## src/rtl/core/crtrs_pkg.sv

```systemverilog
// crtrs_pkg: shared types and constants of the line-doubled crt raster sequencer
// holds the config, state and result structs and the register index codes
// no dependencies
package crtrs_pkg;

  localparam int CfgIdxW  = 3;
  localparam int CfgDataW = 15;
  localparam int AddrW    = 15;
  localparam int RowW     = 7;
  localparam int ScanW    = 5;
  localparam int LineW    = 10;

  localparam logic [CfgIdxW-1:0] REG_CHARS_PER_ROW   = 3'd0;
  localparam logic [CfgIdxW-1:0] REG_VERTICAL_TOTAL  = 3'd1;
  localparam logic [CfgIdxW-1:0] REG_VERTICAL_ADJUST = 3'd2;
  localparam logic [CfgIdxW-1:0] REG_ROWS_DISPLAYED  = 3'd3;
  localparam logic [CfgIdxW-1:0] REG_VSYNC_ROW       = 3'd4;
  localparam logic [CfgIdxW-1:0] REG_SCAN_FORMAT     = 3'd5;
  localparam logic [CfgIdxW-1:0] REG_CURSOR_ROWS     = 3'd6;
  localparam logic [CfgIdxW-1:0] REG_START_ADDRESS   = 3'd7;

  // cursor blink mode codes, cursor_rows bits 6:5
  localparam logic [1:0] BLINK_FAST0 = 2'd0;
  localparam logic [1:0] BLINK_OFF   = 2'd1;
  localparam logic [1:0] BLINK_FAST2 = 2'd2;
  localparam logic [1:0] BLINK_SLOW  = 2'd3;

  typedef struct packed {
    logic [7:0]       chars_per_row;
    logic [RowW-1:0]  vertical_total;
    logic [4:0]       vertical_adjust;
    logic [RowW-1:0]  rows_displayed;
    logic [RowW-1:0]  vsync_row;
    logic [6:0]       scan_format;
    logic [11:0]      cursor_rows;
    logic [AddrW-1:0] start_address;
  } cfg_t;

  typedef struct packed {
    logic             half_phase;
    logic             double_flag;
    logic [ScanW-1:0] scan_count;
    logic [RowW-1:0]  row_count;
    logic [AddrW-1:0] mem_address;
    logic [AddrW-1:0] row_start_address;
    logic [4:0]       adjust_count;
    logic [4:0]       vsync_count;
    logic             display_on;
    logic             cursor_row_on;
    logic             cursor_blink_on;
    logic [7:0]       blink_counter;
    logic             field_parity;
    logic [LineW-1:0] line_counter;
    logic             stat_h;
    logic             stat_v;
  } state_t;

  typedef struct packed {
    logic             phase;
    logic             display_enable;
    logic [AddrW-1:0] row_address;
    logic [ScanW-1:0] render_row;
    logic [LineW-1:0] display_line;
    logic             hsync_status;
    logic             vsync_status;
    logic             cursor_visible;
    logic             frame_start;
    logic             line_double;
    logic [RowW-1:0]  char_row;
  } result_t;

  // scan row match, with the halved target also matching in interlace mode
  function automatic logic row_hit(input logic [ScanW-1:0] sc, input logic [ScanW-1:0] target,
                                   input logic il);
    row_hit = (sc == target) || (il && (sc == (target >> 1)));
  endfunction

endpackage

```

## src/rtl/core/crtrs_step.sv

```systemverilog
// crtrs_step: next-state and result logic for one half-line tick
// pure combinational, one pass per transaction
// depends on crtrs_pkg
module crtrs_step #(
  parameter int LINES_PER_FRAME_MAX = 720,
  parameter int VSYNC_LINES         = 16
) (
  input  crtrs_pkg::state_t  st,
  input  crtrs_pkg::cfg_t    cfg,
  input  logic               hold,
  output crtrs_pkg::state_t  st_nxt,
  output crtrs_pkg::result_t res
);
  import crtrs_pkg::*;

  localparam logic [LineW:0]   LineWrap  = (LineW+1)'(LINES_PER_FRAME_MAX);
  localparam logic [4:0]       VsyncLoad = 5'(VSYNC_LINES);

  logic             il;
  logic             four_color;
  logic [ScanW-1:0] max_scan;
  logic [ScanW-1:0] cur_start;
  logic [ScanW-1:0] cur_end;
  logic [LineW:0]   line_inc;
  logic [RowW-1:0]  old_row;
  logic             frame;
  logic [ScanW-1:0] render;
  state_t           s;

  assign il         = cfg.scan_format[5];
  assign four_color = cfg.scan_format[6];
  assign max_scan   = cfg.scan_format[4:0];
  assign cur_start  = cfg.cursor_rows[4:0];
  assign cur_end    = cfg.cursor_rows[11:7];
  assign line_inc   = {1'b0, st.line_counter} + (LineW+1)'(1);

  always_comb begin
    s       = st;
    frame   = 1'b0;
    old_row = st.row_count;
    render  = st.scan_count;
    if (hold) begin
      render = st.scan_count;
    end else if (!st.half_phase) begin
      // display half
      s.stat_h = 1'b1;
      render   = il ? {2'b00, st.scan_count[1:0], st.field_parity} : st.scan_count;
      if (st.display_on) begin
        s.mem_address = st.mem_address + AddrW'(cfg.chars_per_row);
      end
      if (st.row_count == cfg.vsync_row && st.scan_count == '0) begin
        s.stat_v = 1'b1;
      end
      s.line_counter = (line_inc >= LineWrap) ? '0 : line_inc[LineW-1:0];
      s.half_phase   = 1'b1;
    end else begin
      // retrace half
      s.half_phase = 1'b0;
      if (s.display_on) s.stat_h = 1'b0;
      s.double_flag = ~s.double_flag;
      if (s.double_flag && !four_color) begin
        // doubled line repeats the row
        s.mem_address = s.row_start_address;
      end else begin
        if (s.vsync_count != '0) begin
          s.vsync_count = s.vsync_count - 5'd1;
          if (s.vsync_count == '0) s.stat_v = 1'b0;
        end
        if (row_hit(s.scan_count, cur_end, il)) s.cursor_row_on = 1'b0;
        if (il && s.scan_count == (max_scan >> 1)) s.row_start_address = s.mem_address;

        priority if (s.adjust_count != '0) begin
          s.scan_count   = s.scan_count + ScanW'(1);
          s.mem_address  = s.row_start_address;
          s.adjust_count = s.adjust_count - 5'd1;
          if (s.adjust_count == '0) begin
            s.display_on        = 1'b1;
            s.mem_address       = cfg.start_address;
            s.row_start_address = cfg.start_address;
            s.scan_count        = '0;
          end
        end else if (row_hit(s.scan_count, max_scan, il)) begin
          old_row             = s.row_count;
          s.row_start_address = s.mem_address;
          s.scan_count        = '0;
          s.row_count         = s.row_count + RowW'(1);
          if (s.row_count == cfg.rows_displayed) s.display_on = 1'b0;
          if (old_row == cfg.vertical_total) begin
            s.row_count    = '0;
            s.adjust_count = cfg.vertical_adjust;
            if (cfg.vertical_adjust == '0) begin
              s.display_on        = 1'b1;
              s.mem_address       = cfg.start_address;
              s.row_start_address = cfg.start_address;
            end
            unique case (cfg.cursor_rows[6:5])
              BLINK_OFF:   s.cursor_blink_on = 1'b0;
              BLINK_SLOW:  s.cursor_blink_on = s.blink_counter[4];
              BLINK_FAST0: s.cursor_blink_on = s.blink_counter[3];
              BLINK_FAST2: s.cursor_blink_on = s.blink_counter[3];
              default:     s.cursor_blink_on = s.blink_counter[3];
            endcase
          end
          if (s.row_count == cfg.vsync_row) begin
            s.display_on    = 1'b0;
            s.line_counter  = '0;
            s.vsync_count   = VsyncLoad;
            s.blink_counter = s.blink_counter + 8'd1;
            s.field_parity  = ~s.field_parity;
            frame           = 1'b1;
          end
        end else begin
          s.scan_count  = s.scan_count + ScanW'(1);
          s.mem_address = s.row_start_address;
        end

        if (s.display_on) s.stat_h = 1'b0;
        if (row_hit(s.scan_count, cur_start, il)) s.cursor_row_on = 1'b1;
      end
      render = s.scan_count;
    end
  end

  assign st_nxt = s;

  always_comb begin
    res.phase          = hold ? ~st.half_phase : st.half_phase;
    res.display_enable = s.display_on;
    res.row_address    = s.mem_address;
    res.render_row     = render;
    res.display_line   = s.line_counter;
    res.hsync_status   = s.stat_h;
    res.vsync_status   = s.stat_v;
    res.cursor_visible = s.cursor_row_on & s.cursor_blink_on;
    res.frame_start    = frame;
    res.line_double    = s.double_flag;
    res.char_row       = s.row_count;
  end

endmodule

```

## src/rtl/core/crt_raster_sequencer_line_doubled.sv

```systemverilog
// crt_raster_sequencer_line_doubled: top level of the crt vertical timing sequencer
// config registers, sequencer state, result register; uses crtrs_step and crtrs_pkg
//
//   channel  signals                         direction  width
//   in       in_valid/in_ready, in_hold      in         1 payload bit
//   out      out_valid/out_ready, 11 fields  out        1..15 bits per field
//   cfg      cfg_we, cfg_index, cfg_wdata    in         3 index, 15 data
//
// every transaction loads state and the result register at the accepting edge, and the
// result is offered on the next cycle.
// a new transaction is taken each cycle while the result register is empty or drained.
// out_ready low stalls the input only while a result is waiting.
// rst_n (synchronous) clears the config registers, sequencer state and out_valid.
module crt_raster_sequencer_line_doubled #(
  parameter int LINES_PER_FRAME_MAX = 720,
  parameter int VSYNC_LINES         = 16
) (
  input  logic                                clk,
  input  logic                                rst_n,
  input  logic                                in_valid,
  output logic                                in_ready,
  input  logic                                in_hold,
  output logic                                out_valid,
  input  logic                                out_ready,
  output logic                                out_phase,
  output logic                                out_display_enable,
  output logic [crtrs_pkg::AddrW-1:0]         out_row_address,
  output logic [crtrs_pkg::ScanW-1:0]         out_render_row,
  output logic [crtrs_pkg::LineW-1:0]         out_display_line,
  output logic                                out_hsync_status,
  output logic                                out_vsync_status,
  output logic                                out_cursor_visible,
  output logic                                out_frame_start,
  output logic                                out_line_double,
  output logic [crtrs_pkg::RowW-1:0]          out_char_row,
  input  logic                                cfg_we,
  input  logic [crtrs_pkg::CfgIdxW-1:0]       cfg_index,
  input  logic [crtrs_pkg::CfgDataW-1:0]      cfg_wdata
);
  import crtrs_pkg::*;

  cfg_t    cfg_r;
  state_t  st_r;
  state_t  st_nxt;
  result_t res_r;
  result_t res_nxt;
  logic    out_valid_r;
  logic    in_fire;

  assign in_ready = ~out_valid_r | out_ready;
  assign in_fire  = in_valid & in_ready;

  always_ff @(posedge clk) begin
    if (!rst_n) begin
      cfg_r <= '0;
    end else if (cfg_we) begin
      unique case (cfg_index)
        REG_CHARS_PER_ROW:   cfg_r.chars_per_row   <= cfg_wdata[7:0];
        REG_VERTICAL_TOTAL:  cfg_r.vertical_total  <= cfg_wdata[RowW-1:0];
        REG_VERTICAL_ADJUST: cfg_r.vertical_adjust <= cfg_wdata[4:0];
        REG_ROWS_DISPLAYED:  cfg_r.rows_displayed  <= cfg_wdata[RowW-1:0];
        REG_VSYNC_ROW:       cfg_r.vsync_row       <= cfg_wdata[RowW-1:0];
        REG_SCAN_FORMAT:     cfg_r.scan_format     <= cfg_wdata[6:0];
        REG_CURSOR_ROWS:     cfg_r.cursor_rows     <= cfg_wdata[11:0];
        REG_START_ADDRESS:   cfg_r.start_address   <= cfg_wdata[AddrW-1:0];
        default:             cfg_r                 <= cfg_r;
      endcase
    end
  end

  crtrs_step #(
    .LINES_PER_FRAME_MAX(LINES_PER_FRAME_MAX),
    .VSYNC_LINES        (VSYNC_LINES)
  ) u_step (
    .st    (st_r),
    .cfg   (cfg_r),
    .hold  (in_hold),
    .st_nxt(st_nxt),
    .res   (res_nxt)
  );

  always_ff @(posedge clk) begin
    if (!rst_n) begin
      st_r        <= '0;
      out_valid_r <= 1'b0;
    end else begin
      if (in_fire) begin
        st_r        <= st_nxt;
        out_valid_r <= 1'b1;
      end else if (out_ready) begin
        out_valid_r <= 1'b0;
      end
    end
  end

  always_ff @(posedge clk) begin
    if (in_fire) res_r <= res_nxt;
  end

  assign out_valid          = out_valid_r;
  assign out_phase          = res_r.phase;
  assign out_display_enable = res_r.display_enable;
  assign out_row_address    = res_r.row_address;
  assign out_render_row     = res_r.render_row;
  assign out_display_line   = res_r.display_line;
  assign out_hsync_status   = res_r.hsync_status;
  assign out_vsync_status   = res_r.vsync_status;
  assign out_cursor_visible = res_r.cursor_visible;
  assign out_frame_start    = res_r.frame_start;
  assign out_line_double    = res_r.line_double;
  assign out_char_row       = res_r.char_row;

  // a held tick leaves the sequencer untouched
  a_hold_stable: assert property (@(posedge clk) disable iff (!rst_n)
    in_fire && in_hold |=> $stable(st_r))
    else $error("held tick changed sequencer state");

  // a running tick alternates display and retrace halves
  a_half_toggle: assert property (@(posedge clk) disable iff (!rst_n)
    in_fire && !in_hold |=> st_r.half_phase != $past(st_r.half_phase))
    else $error("half phase did not toggle");

  // frame start only comes from a retrace half and restarts the line count
  a_frame_retrace: assert property (@(posedge clk) disable iff (!rst_n)
    out_valid_r && res_r.frame_start |-> res_r.phase && (res_r.display_line == '0))
    else $error("frame start outside retrace or line count not cleared");

  // line counter stays below the wrap point
  a_line_range: assert property (@(posedge clk) disable iff (!rst_n)
    32'(st_r.line_counter) < LINES_PER_FRAME_MAX)
    else $error("line counter out of range");

endmodule
```

## config.mk

```make
export PLATFORM = sky130hd
export DESIGN_NAME = crt_raster_sequencer_line_doubled
export DESIGN_NICKNAME = d
export VERILOG_FILES = /design/src/rtl/core/crtrs_pkg.sv /design/src/rtl/core/crtrs_step.sv /design/src/rtl/core/crt_raster_sequencer_line_doubled.sv
export SDC_FILE = /design/constraint.sdc
export NUM_CORES = 1
export LEC_CHECK = 0
export ABC_AREA = 1
export BUFFER_PORTS_ARGS = -buffer_cell sky130_fd_sc_hd__buf_2
export CAP_MARGIN = 20
export CORE_AREA = 4 4 153 125
export CTS_BUF_LIST = sky130_fd_sc_hd__clkbuf_8 sky130_fd_sc_hd__clkbuf_16
export CTS_CLUSTER_DIAMETER = 60
export DETAILED_ROUTE_END_ITERATION = 12
export DIE_AREA = 0 0 157 129
export GPL_TIMING_DRIVEN = 1
export PLACE_DENSITY = 0.82
export SLEW_MARGIN = 15
export SYNTH_ARGS = -nofsm -noshare
export SYNTH_HDL_FRONTEND = slang
export SYNTH_SLANG_ARGS = --single-unit
```

## constraint.sdc

```tcl
create_clock -name clk -period 3.61 [get_ports clk]
set_input_delay 0.722 -clock clk [delete_from_list [all_inputs] [get_ports clk]]
set_output_delay 0.722 -clock clk [all_outputs]
set_load 0.02 [all_outputs]
```

==> flow_metrics.py, run 1 <==
metrics = {
    "finish": {
        "post-route-cell-area_um2": 11600,
        "area_delta_synth_final_pct": 11.2,
        "fill_cells": 1520,
        "final_nets": 1575,
        "antenna_cells": 0,
        "layout-drive-gt1-share_pct": 10.9,
    },
    "worst_setup_path": {
        "required_ps": 3860,
        "cp-start-kind": "flop",
        "arrival_ps": 3390,
        "path_max_fanout": 16,
        "timing.rr.start": "st_r[73]",
        "reg2reg_depth": 12,
        "r2r_end": "out_row_address[1]",
        "crit_path_end_kind": "flop",
        "crit_start": "st_r[73]",
        "path_class": "reg -> reg",
        "r2r_slack_ps": 480,
        "crit_end": "out_row_address[1]",
    },
    "cts": {
        "cts_root_buf": "clkbuf_16",
        "cts-resized-gates": 0,
        "cts_buffers": 17,
        "cts.clk_slew.worst_paths_ps": 70,
        "h-tree-depth": 4,
        "clk_latency_ps": 440,
        "clk_path_buf_depth": 2,
        "cts_tree": "done",
        "postCtsSetupRepairBufs": 0,
        "cts.sinks": 188,
        "cts_hold_buf": 0,
    },
    "place": {
        "finalWeightedCongestion": 0.916,
        "dp_hpwl_mm": 19.8,
        "portBuffers": 69,
        "placed_area_um2": 10900,
    },
    "grt": {
        "grt_pass1_vias": 9153,
        "grt_max_degree": 69,
        "track_usage_pct": 28.9,
        "grt_pass1_wl_mm": 46.6,
        "busiest_layer": "met2",
        "gr-usage-met1_pct": 41.3,
        "grt_overflow": 0,
        "grtUsageMet3_pct": 6.76,
        "antenna_found_initial": 0,
        "grt_util_met2_pct": 43.8,
    },
    "sta": {
        "timing.fmax_ghz": 0.319,
        "skew_ps": 8.01,
        "relSlewSlack_pct": 34.0,
        "tightestPinTransition_ps": 989,
        "hold_slack_ps": 474,
        "hold_violations": 0,
        "drv_slew": 0,
        "period_share_pct": 86.8,
        "tns_ps": 0,
        "setup_violations": 0,
        "layout_min_cycle_time_ps": 3130,
        "grt_setup_unrepaired": "no",
    },
    "job": {
        "cap_viol_max_count": 0,
    },
    "route": {
        "wl_mm": 29.1,
        "via_per_inst": 5.76,
        "drtPass1Iterations": 7,
        "vias": 10200,
        "drt_iter0_drc": 1197,
        "wl_per_cell_um": 16.4,
        "drc": 0,
        "ant_nets": 0,
    },
    "logic_synthesis": {
        "synth_adder_area_share_pct": 2.35,
        "synth_top_family_by_area": "simple AND/OR/NAND/NOR gates",
        "synth.distinct_cells": 46,
        "yosys.area.top_type": "dfxtp_1",
        "avgSynthCellArea_um2": 6.99,
        "synthSimpleGateAreaFrac_pct": 26.6,
        "netlist_top_cells_count": "nand2_1, inv_1, nor2_1, dfxtp_1, o21ai_0",
        "synth-edff-count": 44,
        "synth_xor_area_share_pct": 3.44,
        "synth_area_leaders": "dfxtp_1, edfxtp_1, nand2_1",
        "synthArstFlopShare_pct": 0,
        "yosys_warnings": 0,
        "synth.most_common_cell": "nand2_1",
        "yosysSeqAreaShare_pct": 40.3,
        "synthMuxAreaShare_pct": 0,
        "synth_compound_area_share_pct": 17.1,
        "synth-main-ff-cell": "dfxtp_1",
        "syn_inst": 1492,
        "synth_top_area_share_pct": 27.6,
        "syn_area_um2": 10400,
        "syn_nets": 1535,
        "ys_seq_elements": 188,
    },
    "floorplanning": {
        "pin_count": 70,
        "core_region_area_um2": 17400,
        "num_rows": 43,
        "die_x_um": 157,
        "initial_core_util_pct": 60.0,
        "dieArea_um2": 20300,
        "die_y_um": 129,
    },
    "pwr": {
        "p_leak_nw": 5.30,
        "powerDensity_nw_per_um2": 463,
        "p_total_mw": 5.38,
        "peakVddDrop_v": 0.000313,
    },
    "worst_hold_path": {
        "worst_hold_path_type": "reg -> reg",
    },
    "run_status": {
        "status": "complete, no violations",
    },
}
[final cells by class]
class                      instances  area [µm²]  area share (%)
clock inverter                    15         243            2.09
sequential                       188        4200            36.2
multi-input combinational       1030        5160            44.5
clock buffer                      17         425            3.67
tap                              225         282            2.43
inverter                         209         785            6.76
timing repair buffer              86         498            4.29
[how the worst min path moves through the flow]
| stage | slack, ps | endpoint | depth (start not counted) | start |
|---|---|---|---|---|
| final | 470 | st_r[14] | 2 | st_r[14] |
| after floorplan | 440 | st_r[14] | 2 | st_r[14] |
| after detailed placement | 460 | cfg_r[59] | 2 | cfg_r[59] |
| after CTS | 470 | cfg_r[59] | 2 | cfg_r[59] |
| after global routing | 500 | cfg_r[55] | 2 | cfg_r[55] |
| after global placement | 450 | st_r[14] | 2 | st_r[14] |
[metrics by stage]
step	cells	setup WS [ps]	utilization (%)
4_1_cts	1770	586	66.8
5_1_grt	1770	332	66.8
6_report	1770	476	66.8
3_3_place_gp	1738	652	62.9
3_5_place_dp	1738	612	62.9
2_1_floorplan	1492	527	-
[flip-flops by register name, summed over array words and instances (netlist names)]
register,flops
cfg_r,68
out_char_row,7
out_cursor_visible,1
out_display_enable,1
out_display_line,10
out_frame_start,1
out_hsync_status,1
out_line_double,1
out_phase,1
out_render_row,5
out_row_address,15
out_valid,1
out_vsync_status,1
st_r,75
[cells by family (layout without fill, tap and decap cells)]
kind of cell / count (synthesis) / after routing
adders and majority gates: 19 / 19
buffers and inverters: 274 / 327
xor gates and xnor gates: 41 / 41
AOI/OAI and AO/OA: 323 / 323
DFF: 188 / 188
and+or+nand+nor: 647 / 647
[worst max-delay path: stages, from the launching register on]
cell	delay, ps
dfxtp_1	640
inv_1	160
nand2_1	90
nand2_1	50
nor2_1	130
nand3_1	130
nand2_1	200
nand2_2	180
a21oi_2	690
o21ai_0	210
nand3_1	150
nand2_1	90
a22oi_1	230
[layout by cell type (no fill, tap or decap), drive strengths merged]
master,n
dfxtp,144
buf,86
ha,18
a221oi,2
clkinvlp,2
a31oi,15
o211ai,9
nand3b,3
or2,6
o2111ai,1
xor2,26
o221ai,12
clkbuf,17
a22oi,10
bufinv,6
o22ai,6
o21a,4
nand2,317
a211oi,1
clkinv,11
inv,205
nor3,8
nand3,104
nand4,23
xnor2,15
and2,1
a2111o,1
fa,1
nor2,185
o21ai,145
a21o,1
a32oi,2
a21oi,114
edfxtp,44
[power breakdown]
part           switching, mW  internal (mW)
sequential            0.0797           2.27
combinational          0.621          0.264
clock                  0.843           1.30
total                   1.54           3.83
[metal layers]
metal / vias up / part of all wire (%)
met5: - / 0
met4: 0 / 2.4
met3: 65 / 11
met2: 534 / 43
met1: 4632 / 44
li1: 4965 / -
No activity file was read; power rests on OpenSTA's default activity.
==> run 2: changes to the inputs <==
Settings changed: CORE_AREA 4 4 153 125 to 4 4 152 124, DIE_AREA 0 0 157 129 to 0 0 156 128, PLACE_DENSITY 0.82 to 0.83.
==> run 2 against run 1 <==
Design area decreased by 1.0%; utilization decreased by 0.29 points; die area decreased by 1.4%; critical path depth increased by 1; wire length increased by 1.2%; cell count increased by 0.17%; combinational power increased by 0.5%; critical endpoint unchanged; highest routed layer unchanged.
==> flow_metrics.py, run 2 (synthesis results as in run 1) <==
metrics = {
    "floorplanning": {
        "dieArea_um2": 20000,
        "core_region_area_um2": 17300,
        "die_x_um": 156,
        "die_y_um": 128,
        "num_rows": 43,
        "pin_count": 70,
        "initial_core_util_pct": 60.4,
    },
    "finish": {
        "fin_cells": 1773,
        "layout_commonest_cell": "nand2_1",
        "largest_register_ff_count": 75,
        "post-route-cell-area_um2": 11500,
        "area_delta_synth_final_pct": 10.1,
        "antenna_cells": 0,
        "layout-drive-gt1-share_pct": 10.5,
        "final_nets": 1578,
        "finish.utilization_pct": 66.5,
        "regMostFlops": "st_r",
        "final_cell_mix": "nand2_1, inv_1, nor2_1, dfxtp_1, o21ai_0",
    },
    "cts": {
        "clk_path_buf_depth": 2,
        "cts_root_buf": "clkbuf_16",
        "cts_buffers": 17,
        "cts_tree": "done",
        "cts-resized-gates": 0,
        "cts.sinks": 188,
        "cts.clk_slew.worst_paths_ps": 60,
        "cts_hold_buf": 0,
        "clk_latency_ps": 440,
        "postCtsSetupRepairBufs": 0,
        "h-tree-depth": 4,
    },
    "sta": {
        "timing.fmax_ghz": 0.298,
        "relSlewSlack_pct": 36.0,
        "skew_ps": 6.33,
        "layout_setup_ws_ps": 259,
        "hold_violations": 0,
        "hold_slack_ps": 473,
        "period_share_pct": 92.8,
        "tns_ps": 0,
        "grt_setup_unrepaired": "no",
        "tightestPinTransition_ps": 959,
        "layout_min_cycle_time_ps": 3350,
        "setup_violations": 0,
        "drv_slew": 0,
    },
    "route": {
        "ant_nets": 0,
        "wl_per_cell_um": 16.6,
        "drt_iter0_drc": 1157,
        "drc": 0,
        "vias": 10400,
        "drtPass1Iterations": 6,
        "wl_mm": 29.4,
        "via_per_inst": 5.84,
    },
    "worst_setup_path": {
        "cp_common_cell": "nand2_1",
        "path_class": "reg -> reg",
        "cp_cell_sequence": "inv_1 > nand2_1 > nand2_1 > nor2_1 > nand3_1 > buf_4 > nand2_1 > nand2_2 > a21oi_2 > o21ai_0 > nand3_1 > nand2_1 > a22oi_1",
        "worst-path-buf-inv": 2,
        "cp-start-kind": "flop",
        "crit_slowest_cell": "a21oi_2",
        "arrival_ps": 3610,
        "cp_top_family": "compound AO/OA/AOI/OAI gates",
        "crit_path_max_incr_delay_ps": 700,
        "reg2reg_depth": 13,
        "required_ps": 3870,
        "path_max_fanout": 16,
        "cp.depth": 13,
        "crit_path_end_kind": "flop",
    },
    "place": {
        "dp.cells": 1741,
        "dp_hpwl_mm": 19.6,
        "placed_area_um2": 10900,
        "place_ws_ps": 529,
        "portBuffers": 69,
        "finalWeightedCongestion": 0.965,
    },
    "grt": {
        "grt_pass1_wl_mm": 47.0,
        "track_usage_pct": 29.3,
        "antenna_found_initial": 0,
        "grt_overflow": 0,
        "grt_pass1_vias": 9498,
        "grt_max_degree": 49,
    },
    "pwr": {
        "peakVddDrop_v": 0.000338,
        "powerDensity_nw_per_um2": 436,
        "p_total_mw": 5.01,
        "p_leak_nw": 5.29,
    },
    "run_status": {
        "status": "complete, no violations",
    },
    "worst_hold_path": {
        "hold_path_depth": 2,
        "worst_hold_path_type": "reg -> reg",
    },
    "job": {
        "cap_viol_max_count": 0,
    },
}
run 2: changes by cell type in the layout (fill, tap and decap cells not counted):
cell / before / now
buf_12: 2 / 0
buf_4: 15 / 20
bufinv_16: 6 / 1
clkbuf_8: 0 / 4
clkinv_1: 7 / 6
clkinv_2: 3 / 1
clkinv_4: 1 / 0
clkinvlp_4: 2 / 0
inv_1: 191 / 200
inv_6: 1 / 0
inv_8: 1 / 0
run 2: worst paths after layout:
path	startpoint	end	slack, ps
worst min register to register	st_r[14]	st_r[14]	470
worst max register to register	st_r[73]	out_row_address[1]	260
worst max-delay path	st_r[73]	out_row_address[1]	260
worst min-delay path	st_r[14]	st_r[14]	470
run 2: worst min-delay path, stage by stage (launching register included):
cell     delay (ps)
dfxtp_1         320
inv_1            50
a21oi_1          50
run 2: layer usage:
metal  GRT usage (%)  wire, µm
met4            13.4       906
met5               0         0
met2            44.6     12900
met1            40.8     12000
met3            5.23      3610
run 2: power by group:
part	switching, mW	internal (mW)
Clock	0.768	0.999
Sequential	0.0801	2.27
Combinational	0.626	0.262
Total	1.47	3.53
run 2: cell type report:
type	instances	area, µm²
inverters	209	785
flip-flops and latches	188	4200
repair buffers	89	495
clock buffers	21	480
multi-input cells	1030	5160
well taps	225	282
clock inverters	11	68.8
fillers	1464	5790
